$ cat config.mk
export PLATFORM = sky130hd
export DESIGN_NAME = ats_seq
export DESIGN_NICKNAME = d
export VERILOG_FILES = /design/src/sv/ats_pkg.sv /design/src/sv/ats_seq.sv
export SDC_FILE = /design/constraint.sdc
export NUM_CORES = 1
export LEC_CHECK = 0
export BUFFER_PORTS_ARGS = -buffer_cell sky130_fd_sc_hd__buf_2
export CORE_MARGIN = 8
export CORE_UTILIZATION = 40
export CTS_CLUSTER_SIZE = 14
export DETAILED_ROUTE_END_ITERATION = 16
export SKIP_LAST_GASP = 1
export SLEW_MARGIN = 20
export SYNTH_ARGS = -nofsm -noshare
export SYNTH_HDL_FRONTEND = slang
export SYNTH_SLANG_ARGS = --single-unit
$ cat constraint.sdc
create_clock -name clock -period 5.3 [get_ports clock]
set_clock_uncertainty 0.1 [all_clocks]
set_input_delay 0.795 -clock clock [delete_from_list [all_inputs] [get_ports clock]]
set_output_delay 0.795 -clock clock [all_outputs]
set_load 0.02 [all_outputs]
$ cat src/sv/ats_pkg.sv
// ----------------------------------------------------------------------------
// ats_pkg
// Shared types, constants, the microcode table and the address wrap helper
// for the animation track sampler.
// ----------------------------------------------------------------------------
package ats_pkg;

   localparam int TRACK_WORDS_DEF = 4096;
   localparam int FRAME_BITS_DEF  = 10;

   localparam int LOAD_ADDR_W = 12;
   localparam int WORD_W      = 16;
   localparam int FRAME_W     = 10;
   localparam int FRAC_W      = 16;
   localparam int VALUE_W     = 32;

   localparam logic FUNC_LOAD   = 1'b0;
   localparam logic FUNC_SAMPLE = 1'b1;

   // Microprogram step addresses.
   typedef enum logic [3:0] {
      STEP_IDLE   = 4'd0,
      STEP_RD_HDR = 4'd1,
      STEP_HDR    = 4'd2,
      STEP_TEST   = 4'd3,
      STEP_ADV    = 4'd4,
      STEP_PICK   = 4'd5,
      STEP_RD_A   = 4'd6,
      STEP_RD_B   = 4'd7,
      STEP_LAT_B  = 4'd8,
      STEP_MUL_F  = 4'd9,
      STEP_MAKE_V = 4'd10,
      STEP_MUL_LO = 4'd11,
      STEP_MUL_HI = 4'd12,
      STEP_ACC_HI = 4'd13,
      STEP_SUM    = 4'd14,
      STEP_EMIT   = 4'd15
   } step_type;

   // Datapath operations selected by a control word.
   typedef enum logic [3:0] {
      OP_IDLE,
      OP_RD_HDR,
      OP_HDR,
      OP_TEST,
      OP_ADV,
      OP_PICK,
      OP_RD_A,
      OP_RD_B,
      OP_LAT_B,
      OP_MUL_F,
      OP_MAKE_V,
      OP_MUL_LO,
      OP_MUL_HI,
      OP_ACC_HI,
      OP_SUM,
      OP_EMIT
   } op_type;

   // Sequencing conditions.
   typedef enum logic [2:0] {
      CND_SEQ,
      CND_GOTO,
      CND_IDLE,
      CND_WALK,
      CND_EMIT
   } cond_type;

   typedef struct packed {
      op_type   op;
      cond_type cond;
      step_type target;
   } uword_type;

   // Sequencer to datapath.
   typedef struct packed {
      logic   idle;
      op_type op;
   } seq_ctrl_type;

   // Datapath to sequencer.
   typedef struct packed {
      logic start;
      logic with_track;
      logic walk;
      logic out_free;
   } dp_stat_type;

   function automatic uword_type ucode(input step_type pc);
      uword_type w;
      case (pc)
         STEP_IDLE:   w = '{OP_IDLE,   CND_IDLE, STEP_SUM};
         STEP_RD_HDR: w = '{OP_RD_HDR, CND_SEQ,  STEP_IDLE};
         STEP_HDR:    w = '{OP_HDR,    CND_SEQ,  STEP_IDLE};
         STEP_TEST:   w = '{OP_TEST,   CND_WALK, STEP_PICK};
         STEP_ADV:    w = '{OP_ADV,    CND_GOTO, STEP_RD_HDR};
         STEP_PICK:   w = '{OP_PICK,   CND_SEQ,  STEP_IDLE};
         STEP_RD_A:   w = '{OP_RD_A,   CND_SEQ,  STEP_IDLE};
         STEP_RD_B:   w = '{OP_RD_B,   CND_SEQ,  STEP_IDLE};
         STEP_LAT_B:  w = '{OP_LAT_B,  CND_SEQ,  STEP_IDLE};
         STEP_MUL_F:  w = '{OP_MUL_F,  CND_SEQ,  STEP_IDLE};
         STEP_MAKE_V: w = '{OP_MAKE_V, CND_SEQ,  STEP_IDLE};
         STEP_MUL_LO: w = '{OP_MUL_LO, CND_SEQ,  STEP_IDLE};
         STEP_MUL_HI: w = '{OP_MUL_HI, CND_SEQ,  STEP_IDLE};
         STEP_ACC_HI: w = '{OP_ACC_HI, CND_SEQ,  STEP_IDLE};
         STEP_SUM:    w = '{OP_SUM,    CND_SEQ,  STEP_IDLE};
         STEP_EMIT:   w = '{OP_EMIT,   CND_EMIT, STEP_IDLE};
         default:     w = '{OP_IDLE,   CND_GOTO, STEP_IDLE};
      endcase
      return w;
   endfunction

   // Reduces x modulo tw for any x below sixteen times tw.
   function automatic logic [19:0] wrap_addr(input logic [19:0] x, input logic [19:0] tw);
      logic [19:0] r;
      r = x;
      for (int i = 3; i >= 0; i--) begin
         if (r >= (tw << i)) begin
            r = r - (tw << i);
         end
      end
      return r;
   endfunction

endpackage

$ cat src/sv/ats_seq.sv
// ----------------------------------------------------------------------------
// ats_seq
// Microcode sequencer: step counter, control word lookup and jumps.
// ----------------------------------------------------------------------------
module ats_seq (
   input  logic                 clock,
   input  logic                 reset,
   input  ats_pkg::dp_stat_type stat,
   output ats_pkg::seq_ctrl_type ctrl
);

   ats_pkg::step_type  pc_ff;
   ats_pkg::step_type  pc_in;
   ats_pkg::uword_type uw;
   ats_pkg::step_type  pc_next_seq;

   always_ff @(posedge clock) begin
      if (reset) begin
         pc_ff <= ats_pkg::STEP_IDLE;
      end else begin
         pc_ff <= pc_in;
      end
   end

   always_comb begin
      uw          = ats_pkg::ucode(pc_ff);
      pc_next_seq = ats_pkg::step_type'(pc_ff + 4'd1);
      case (uw.cond)
         ats_pkg::CND_SEQ:  pc_in = pc_next_seq;
         ats_pkg::CND_GOTO: pc_in = uw.target;
         ats_pkg::CND_IDLE: begin
            if (stat.start) begin
               pc_in = stat.with_track ? pc_next_seq : uw.target;
            end else begin
               pc_in = pc_ff;
            end
         end
         ats_pkg::CND_WALK: pc_in = stat.walk ? pc_next_seq : uw.target;
         ats_pkg::CND_EMIT: pc_in = stat.out_free ? uw.target : pc_ff;
         default:           pc_in = ats_pkg::STEP_IDLE;
      endcase
      ctrl.idle = (pc_ff == ats_pkg::STEP_IDLE);
      ctrl.op   = uw.op;
   end

endmodule

==> impl_metrics.py, run 1 <==
metrics = {
    "critical_path": {
        "rr_worst_depth": 7,
        "crit_family": "compound AO/OA/AOI/OAI gates",
        "cp_num_buf_inv": 2,
        "worstReg2RegStart": "uw[5]",
        "r2r_end": "uw[5]",
        "required_ns": 5.39,
        "slowest_delay_ns": 0.39,
        "worstSetupPathType": "input pin to flip-flop",
        "worst_path_max_delay_cell": "or3b_1",
        "start_kind": "input pin",
        "cp-end-kind": "flip-flop",
        "rrSetupSlack_ns": 2.95,
        "cp.arrival_ns": 2.51,
        "cp_max_fo": 3,
        "path_cells": "buf_2 -> or3b_1 -> a21oi_1 -> o211ai_1 -> a31oi_1 -> inv_1 -> ha_1 -> nor3_1",
    },
    "clocking": {
        "cts_resized": 0,
        "numCtsBuffers": 3,
        "clkSlewWorstSetupHoldPaths_ns": 0.08,
        "cts.sinks": 12,
        "ctsHoldBuffers": 0,
        "cts_setup_buffers": 0,
        "clockBufferDepth": 2,
        "cts-root-buf": "clkbuf_4",
        "clock_latency_ns": 0.27,
        "htree_num_levels": 1,
        "cts_tree": "yes",
    },
    "outcome": {
        "outcome": "complete, no violations",
    },
    "global_routing": {
        "overflow": 0,
        "grt_antenna_before_repair": 0,
        "grt_pass1_wl_um": 2560,
        "grt_start_max_net_pins": 13,
        "grt_pass1_vias": 577,
        "grt.total_usage": 0.0943,
    },
    "pwr": {
        "p_leak_nw": 0.336,
        "ir_worst_vdd_mv": 0.268,
        "power_density_mw_per_mm2": 609,
    },
    "detailed_routing": {
        "wl_per_cell_um": 12.6,
        "firstDrtPassIters": 4,
        "postRouteAntennaNets": 0,
        "vias_per_cell": 5.56,
        "drc": 0,
        "routed_wl_um": 1470,
        "drt_iter0_markers": 23,
        "vias": 650,
    },
    "die": {
        "io_pins": 11,
        "start_util": 0.426,
        "rows": 15,
        "die_y_um": 59.1,
        "fp.dieArea_mm2": 0.00349,
        "die_x_um": 59.1,
        "core-area_mm2": 0.00175,
    },
    "yosys": {
        "synth_seq_cells": 12,
        "yosysWarnings": 0,
        "synth_top_area_frac": 0.323,
        "synth_cell_types": 33,
        "synth_area_um2": 743,
        "yosys.area.top_type": "dfxtp_1",
        "syn_avg_cell_area_um2": 8.74,
        "syn_nets": 95,
        "syn_inst": 85,
        "ys_seq_area_frac": 0.323,
        "ys_top_cells_by_area": "dfxtp_1 (32%), ha_1 (6.7%), buf_4 (5.1%), nand3_1 (4.7%), inv_1 (3.5%)",
    },
    "worst_hold_path": {
        "holdPathEnd": "pc_ff[0]",
        "hold_class": "flip-flop to flip-flop",
        "min_path_cells": 2,
        "hp-start": "pc_ff[0]",
    },
    "finish": {
        "drive_above_1_share": 0.228,
        "n_antenna_cell": 0,
        "syn_to_final_growth_pct": 9.43,
        "final_nets": 103,
        "final_core_util": 0.466,
    },
    "place": {
        "gp_congestion": 0.838,
        "io_buffers": 10,
        "dp_hpwl_um": 1170,
        "dp_slack_ns": 2.61,
    },
    "sta": {
        "max_freq_mhz": 413,
        "tns_ns": 0,
        "layout_min_cycle_time_ns": 2.42,
        "tightestPinTransition_ns": 0.391,
        "timing.final.crit_share": 0.457,
        "rsz0062_at_grt": "false",
        "setup_ws_ns": 2.88,
        "maxSlewHeadroom": 0.739,
        "final-hold-violation-count": 0,
        "setup-violations-final": 0,
        "slew_viol_final": 0,
    },
    "flow_run": {
        "cap_violations": 0,
    },
}
[worst max path at each step]
| stage | from | to | slack, ns | cells past startpoint |
|---|---|---|---|---|
| floorplan | stat[2] | uw[4] | 2.94 | 8 |
| detailed placement | stat[2] | uw[5] | 2.61 | 8 |
| finish | stat[2] | uw[5] | 2.88 | 8 |
| CTS | stat[2] | uw[5] | 2.88 | 8 |
| global route | uw[4] | uw[5] | 2.76 | 7 |
| global placement | stat[2] | uw[5] | 2.64 | 8 |
[Yosys cell counts]
| cell | number |
|---|---|
| o32ai_1 | 1 |
| a22oi_1 | 1 |
| nor2_1 | 1 |
| nand2b_1 | 4 |
| nor3b_1 | 3 |
| o21ai_0 | 1 |
| nand2_2 | 1 |
| a31oi_2 | 1 |
| buf_2 | 2 |
| inv_1 | 7 |
| buf_4 | 5 |
| nand2_1 | 6 |
| or2b_1 | 1 |
| or3b_1 | 2 |
| a21bo_1 | 1 |
| nand3_1 | 7 |
| ha_1 | 4 |
| a21oi_4 | 1 |
| a31oi_1 | 3 |
| and4_1 | 1 |
| dfxtp_1 | 12 |
| nand3_2 | 1 |
| nor3_1 | 1 |
| or3b_4 | 1 |
| o21bai_1 | 1 |
| o22ai_1 | 1 |
| a21oi_2 | 2 |
| a311o_1 | 1 |
| o211ai_1 | 3 |
| xnor2_1 | 2 |
| a211oi_1 | 3 |
| a21oi_1 | 3 |
| and2_1 | 1 |
[metrics by stage]
stage | total power [mW] | hold WS, ns | cell area, µm² | std cells
3_3_place_gp | 0.426 | 0.419 | 777 | 113
3_5_place_dp | 0.426 | 0.424 | 777 | 113
2_1_floorplan | 0.385 | 0.389 | 743 | 85
4_1_cts | 0.499 | 0.435 | 813 | 117
5_1_grt | 0.538 | 0.479 | 813 | 117
6_report | 0.496 | 0.432 | 813 | 117
[layout by cell type (no fill, tap or decap)]
cell type / n
dfxtp_1: 12
buf_2: 10
inv_1: 7
nand3_1: 7
nand2_1: 6
nand2b_1: 4
ha_1: 4
a21oi_1: 3
nor3b_1: 3
a211oi_1: 3
o211ai_1: 3
a31oi_1: 3
clkbuf_4: 3
or3b_1: 2
a21oi_2: 2
xnor2_1: 2
a311o_1: 1
or3b_4: 1
a21oi_4: 1
nand2_2: 1
o21ai_0: 1
nor2_1: 1
o21bai_1: 1
a22oi_1: 1
or2b_1: 1
nand3_2: 1
and2_1: 1
o32ai_1: 1
o22ai_1: 1
a31oi_2: 1
nor3_1: 1
a21bo_1: 1
and4_1: 1
clkbuf_8: 1
[report_power, final]
group	internal, mW	switching [mW]	leakage [nW]
sequential	0.129	0.0434	0.0992
combinational	0.110	0.142	0.216
clock	0.0417	0.0296	0.0210
total	0.281	0.215	0.336
[worst reg2reg max path, delay by kind of cell (launching register included)]
| family | cells | cell delay (ns) |
|---|---|---|
| AO/OA/AOI/OAI | 3 | 0.63 |
| adder cells (fa/ha/maj) | 1 | 0.30 |
| buffers and inverters | 1 | 0.09 |
| flip-flops | 1 | 0.52 |
| AND/OR/NAND/NOR | 2 | 0.63 |
[sequential cells by signal, summed over array words and instances, names as in the netlist]
| register | flops |
|---|---|
| uw | 8 |
| pc_ff | 4 |
[per-layer routing]
layer,vias to the layer above,wire length [µm],GRT usage
met5,-,0,0
met4,0,29,0.0614
met3,6,80,0.0217
met2,25,669,0.153
met1,301,695,0.108
li1,318,-,-
[cell families after synthesis]
family	after synthesis	share of synthesized area
compound gates	23	0.242
xor+xnor	2	0.0236
fa+ha+maj	4	0.0673
buf+inv	14	0.0993
flops	12	0.323
simple gates	30	0.244
[layout make-up]
cell class,instances,area [µm²]
Fill cell,180,932
Sequential cell,12,240
Timing Repair Buffer,10,50.0
Multi-Input combinational cell,59,429
Clock buffer,4,36.3
Inverter,7,26.3
Tap cell,25,31.3
(Power assumes the default switching activity.)
==> run 2, diff against run 1 <==
clock period = 2.1 ns   (was 5.3 ns; I/O delays follow)
==> run 2 against run 1 <==
Net effect: final cell count rose by 6.8%; first-iteration DRC count is 65% lower; sequential power rose by 150%; sequential share of layout area decreased by 2.2 points; worst hold slack lost 0.21 ns; cell area up 10%; register-to-register slack worse by 2.8 ns; power increased to 2.8 times the previous value; setup slack got worse by 2.8 ns; clock power up 150%; via count decreased by 2.2%.
==> impl_metrics.py, run 2 (synthesized netlist as in run 1, its figures left out) <==
metrics = {
    "outcome": {
        "outcome": "complete, no violations",
    },
    "critical_path": {
        "slowest_delay_ns": 0.41,
        "cp-end-kind": "flip-flop",
        "crit_family": "simple AND/OR/NAND/NOR gates",
        "path_cells": "or3b_4 -> nand2_1 -> nand3_1 -> a31oi_2 -> inv_1 -> ha_1 -> a21bo_1 -> a21oi_2",
        "cp_max_fo": 9,
        "required_ns": 2.15,
        "cp.arrival_ns": 2.04,
        "cp_num_buf_inv": 1,
        "start_kind": "flip-flop",
        "rr_worst_depth": 8,
        "rrSetupSlack_ns": 0.11,
        "cp.depth": 8,
        "worstSetupPathType": "flip-flop to flip-flop",
        "worst_path_max_delay_cell": "or3b_4",
    },
    "pwr": {
        "ir_worst_vdd_mv": 0.574,
        "power_density_mw_per_mm2": 1530,
        "p_leak_nw": 0.381,
        "p_total_mw": 1.38,
    },
    "sta": {
        "slew_viol_final": 0,
        "setup-violations-final": 0,
        "final-hold-violation-count": 0,
        "maxSlewHeadroom": 0.735,
        "max_freq_mhz": 502,
        "tns_ns": 0,
        "setup_ws_ns": 0.107,
        "layout_min_cycle_time_ns": 1.99,
        "timing.final.crit_share": 0.949,
        "rsz0062_at_grt": "false",
        "tightestPinTransition_ns": 0.396,
    },
    "die": {
        "rows": 15,
        "core-area_mm2": 0.00175,
        "io_pins": 11,
        "start_util": 0.426,
        "fp.dieArea_mm2": 0.00349,
        "die_y_um": 59.1,
        "die_x_um": 59.1,
    },
    "finish": {
        "n_antenna_cell": 0,
        "final_nets": 111,
        "fillers": 173,
        "drive_above_1_share": 0.350,
        "syn_to_final_growth_pct": 20.7,
        "layout_common_cells": "buf_2 (10), dfxtp_1 (10), buf_4 (8), inv_1 (7), nand3_1 (7)",
        "largest_reg_flops": 8,
        "finalNonFillerCells": 125,
        "stdcell_area_um2": 897,
    },
    "global_routing": {
        "grt.total_usage": 0.0988,
        "grt_antenna_before_repair": 0,
        "grt_start_max_net_pins": 10,
        "overflow": 0,
        "grt_pass1_vias": 633,
        "grt_pass1_wl_um": 2710,
    },
    "detailed_routing": {
        "vias": 636,
        "routed_wl_um": 1550,
        "vias_per_cell": 5.09,
        "firstDrtPassIters": 4,
        "drc": 0,
        "drt_iter0_markers": 8,
        "wl_per_cell_um": 12.4,
        "postRouteAntennaNets": 0,
    },
    "clocking": {
        "cts.sinks": 12,
        "numCtsBuffers": 3,
        "ctsHoldBuffers": 0,
        "cts_setup_buffers": 0,
        "cts_tree": "yes",
        "clock_latency_ns": 0.26,
        "clkSlewWorstSetupHoldPaths_ns": 0.07,
        "cts-root-buf": "clkbuf_4",
        "cts_resized": 0,
        "htree_num_levels": 1,
        "clockBufferDepth": 2,
    },
    "flow_run": {
        "cap_violations": 0,
    },
    "place": {
        "dp_slack_ns": 0.0224,
        "io_buffers": 10,
        "placed_cell_area_um2": 837,
        "dp.cells": 121,
        "gp_congestion": 0.859,
        "dp_hpwl_um": 1260,
    },
    "worst_hold_path": {
        "min_path_cells": 2,
        "hold_class": "input pin to flip-flop",
    },
}
run 2: report_power, final:
| group | switching, mW | internal (mW) | total (mW) |
|---|---|---|---|
| Clock | 0.0696 | 0.105 | 0.175 |
| Sequential | 0.0875 | 0.335 | 0.422 |
| Combinational | 0.412 | 0.367 | 0.779 |
run 2: metrics by stage:
step	util	hold WS (ns)
finish	0.514	0.224
floorplan	-	0.284
detailed placement	0.480	0.419
CTS	0.500	0.202
global placement	0.480	0.423
global route	0.514	0.217
run 2: worst register-to-register path, stage by stage, from the launching register on:
cell and delay, ns:
dfxtp_4 0.39, or3b_4 0.41, nand2_1 0.09, nand3_1 0.14
a31oi_2 0.23, inv_1 0.06, ha_1 0.21, a21bo_1 0.19
a21oi_2 0.05
run 2: per-layer routing:
metal / up-vias / share of wire / global-route usage
met3: 2 / 0.032 / 0.0195
li1: 332 / - / -
met1: 294 / 0.47 / 0.117
met2: 8 / 0.49 / 0.159
met4: 0 / 0.0090 / 0.0614
met5: - / 0 / 0
run 2: final timing paths:
path | to | start
worst max-delay path | uw[4] | uw[5]
worst min-delay path | pc_ff[0] | reset
worst min register to register | pc_ff[0] | pc_ff[0]
worst max register to register | uw[4] | uw[5]
run 2: cell type report:
cell class	count	area (µm²)	area share
inverter	7	26.3	0.0293
tap	25	31.3	0.0349
multi-input combinational	59	448	0.499
sequential	12	245	0.273
timing repair buffer	18	110	0.123
clock buffer	4	36.3	0.0404
==> run 3, diff against run 2 <==
CORE_UTILIZATION = 26   (was 40)
SLEW_MARGIN = default   (was 20)
TNS_END_PERCENT = 20   (was default)
==> run 3 against run 2 <==
Net effect: sequential power grew 2%; final cell count grew 5.6%; first-iteration DRC count down 25%; combinational power increased by 3.6%; clock power about the same; register-to-register slack is essentially flat; non-clock buffer count increased by 1; cell area up 1.7%; worst hold slack worse by 0.0017 ns; critical endpoint unchanged.
==> impl_metrics.py, run 3 (synthesized netlist as in run 1, its figures left out) <==
metrics = {
    "pwr": {
        "ir_worst_vdd_mv": 0.779,
        "p_sw_frac": 0.412,
        "clkPwrFrac": 0.123,
        "internal_power_uw": 831,
        "p_sw_uw": 581,
        "p_leak_nw": 0.383,
        "p_seq_frac": 0.305,
        "power_density_mw_per_mm2": 1550,
        "combPwrFrac": 0.571,
    },
    "place": {
        "gp_congestion": 0.835,
        "dp_hpwl_um": 1370,
        "io_buffers": 10,
        "dp_slack_ns": 0.0329,
        "dp.cells": 128,
    },
    "die": {
        "die_x_um": 69.5,
        "die_y_um": 69.5,
        "fp.dieArea_mm2": 0.00483,
        "rows": 19,
        "start_util": 0.272,
        "io_pins": 11,
        "core-area_mm2": 0.00273,
    },
    "finish": {
        "layout_common_cells": "buf_2 (10), dfxtp_1 (9), buf_4 (9), inv_1 (7), nand3_1 (7)",
        "drive_above_1_share": 0.356,
        "final_core_util": 0.334,
        "n_antenna_cell": 0,
        "final_common_cell": "buf_2",
        "syn_to_final_growth_pct": 22.7,
        "largest_reg_flops": 8,
        "finalNonFillerCells": 132,
        "fillers": 275,
        "final_nets": 112,
    },
    "critical_path": {
        "cp-endpoint": "uw[4]",
        "path_cells": "or3b_4 -> a21oi_2 -> o211ai_1 -> a31oi_2 -> inv_1 -> ha_1 -> a21bo_1 -> a21oi_2",
        "cp-end-kind": "flip-flop",
        "worst_path_max_delay_cell": "or3b_4",
        "required_ns": 2.15,
        "cp-startpoint": "uw[4]",
        "cp.arrival_ns": 2.04,
        "cp_max_fo": 6,
        "start_kind": "flip-flop",
        "crit_top_cell": "a21oi_2",
        "rrSetupSlack_ns": 0.11,
        "worstSetupPathType": "flip-flop to flip-flop",
        "slowest_delay_ns": 0.41,
        "rr_worst_depth": 8,
        "worstReg2RegStart": "uw[4]",
        "r2r_end": "uw[4]",
    },
    "clocking": {
        "clockBufferDepth": 2,
        "cts_setup_buffers": 0,
        "cts-root-buf": "clkbuf_4",
        "numCtsBuffers": 3,
        "clock_latency_ns": 0.26,
        "ctsHoldBuffers": 0,
        "cts.sinks": 12,
        "cts_resized": 0,
        "htree_num_levels": 1,
        "cts_tree": "yes",
        "clkSlewWorstSetupHoldPaths_ns": 0.07,
    },
    "sta": {
        "slew_viol_final": 0,
        "setup-violations-final": 0,
        "tightestPinTransition_ns": 0.361,
        "max_freq_mhz": 503,
        "tns_ns": 0,
        "setup_ws_ns": 0.111,
        "fin_hold_ws_ns": 0.222,
        "layout_min_cycle_time_ns": 1.99,
        "rsz0062_at_grt": "false",
        "timing.final.crit_share": 0.947,
        "maxSlewHeadroom": 0.758,
        "final-hold-violation-count": 0,
    },
    "global_routing": {
        "grt_start_max_net_pins": 9,
        "grt_pass1_vias": 662,
        "grt_pass1_wl_um": 2790,
        "overflow": 0,
        "grt.total_usage": 0.0665,
        "grt_antenna_before_repair": 0,
    },
    "detailed_routing": {
        "wl_per_cell_um": 12.6,
        "vias_per_cell": 4.84,
        "routed_wl_um": 1660,
        "drt_iter0_markers": 6,
        "firstDrtPassIters": 3,
        "vias": 639,
        "postRouteAntennaNets": 0,
        "drc": 0,
    },
    "worst_hold_path": {
        "min_path_cells": 2,
        "hold_class": "input pin to flip-flop",
    },
    "outcome": {
        "outcome": "complete, no violations",
    },
    "flow_run": {
        "cap_violations": 0,
    },
}
## run 3: cell types whose count changed in the layout (fill, tap and decap cells not counted)
cell,previous run,this run
a22oi_2,1,0
a21oi_1,3,2
dfxtp_1,10,9
a211oi_1,2,3
dfxtp_2,1,0
buf_4,8,9
a21oi_2,2,3
dfxtp_4,1,3
a22oi_1,0,1
a211oi_2,1,0
## run 3: layout make-up
type / count / area (µm²) / share of cell area
multi-input cells: 59 / 442 / 0.484
inverters: 7 / 26.3 / 0.0288
flip-flops and latches: 12 / 251 / 0.276
clock buffers: 4 / 36.3 / 0.0398
well taps: 31 / 38.8 / 0.0425
repair buffers: 19 / 118 / 0.129
## run 3: critical path: cells and delay by family (launching register included)
family	cells	cell delay, ns
AO/OA/AOI/OAI	5	0.71
AND/OR/NAND/NOR	1	0.41
flip-flops	1	0.37
adder cells (fa/ha/maj)	1	0.21
buffers and inverters	1	0.06
## run 3: metal layers
metal	GRT usage	vias to the layer above	wire length, µm
met3	0.0114	2	43
met4	0.0273	0	5
met5	0	-	0
met2	0.110	9	768
li1	-	334	-
met1	0.0824	294	844
## run 3: per-stage QoR
| stage | area, µm² | power, mW |
|---|---|---|
| global route | 912 | 1.52 |
| global placement | 852 | 1.20 |
| detailed placement | 852 | 1.20 |
| floorplan | 743 | 0.971 |
| finish | 912 | 1.41 |
| CTS | 888 | 1.39 |
## run 3: worst min-delay path by stage
stage          startpoint       end  slack, ns
2_1_floorplan       reset  pc_ff[0]       0.28
3_3_place_gp     pc_ff[0]  pc_ff[0]       0.42
3_5_place_dp     pc_ff[0]  pc_ff[0]       0.42
4_1_cts             reset  pc_ff[0]       0.20
5_1_grt             reset  pc_ff[0]       0.22
6_report            reset  pc_ff[0]       0.22
## run 3: power groups by stage
stage          sequential [mW]  combinational, mW  clock (mW)
2_1_floorplan            0.377              0.594           0
3_3_place_gp             0.419              0.784           0
3_5_place_dp             0.419              0.782           0
4_1_cts                  0.415              0.789       0.183
5_1_grt                  0.441              0.886       0.194
6_report                 0.431              0.807       0.174
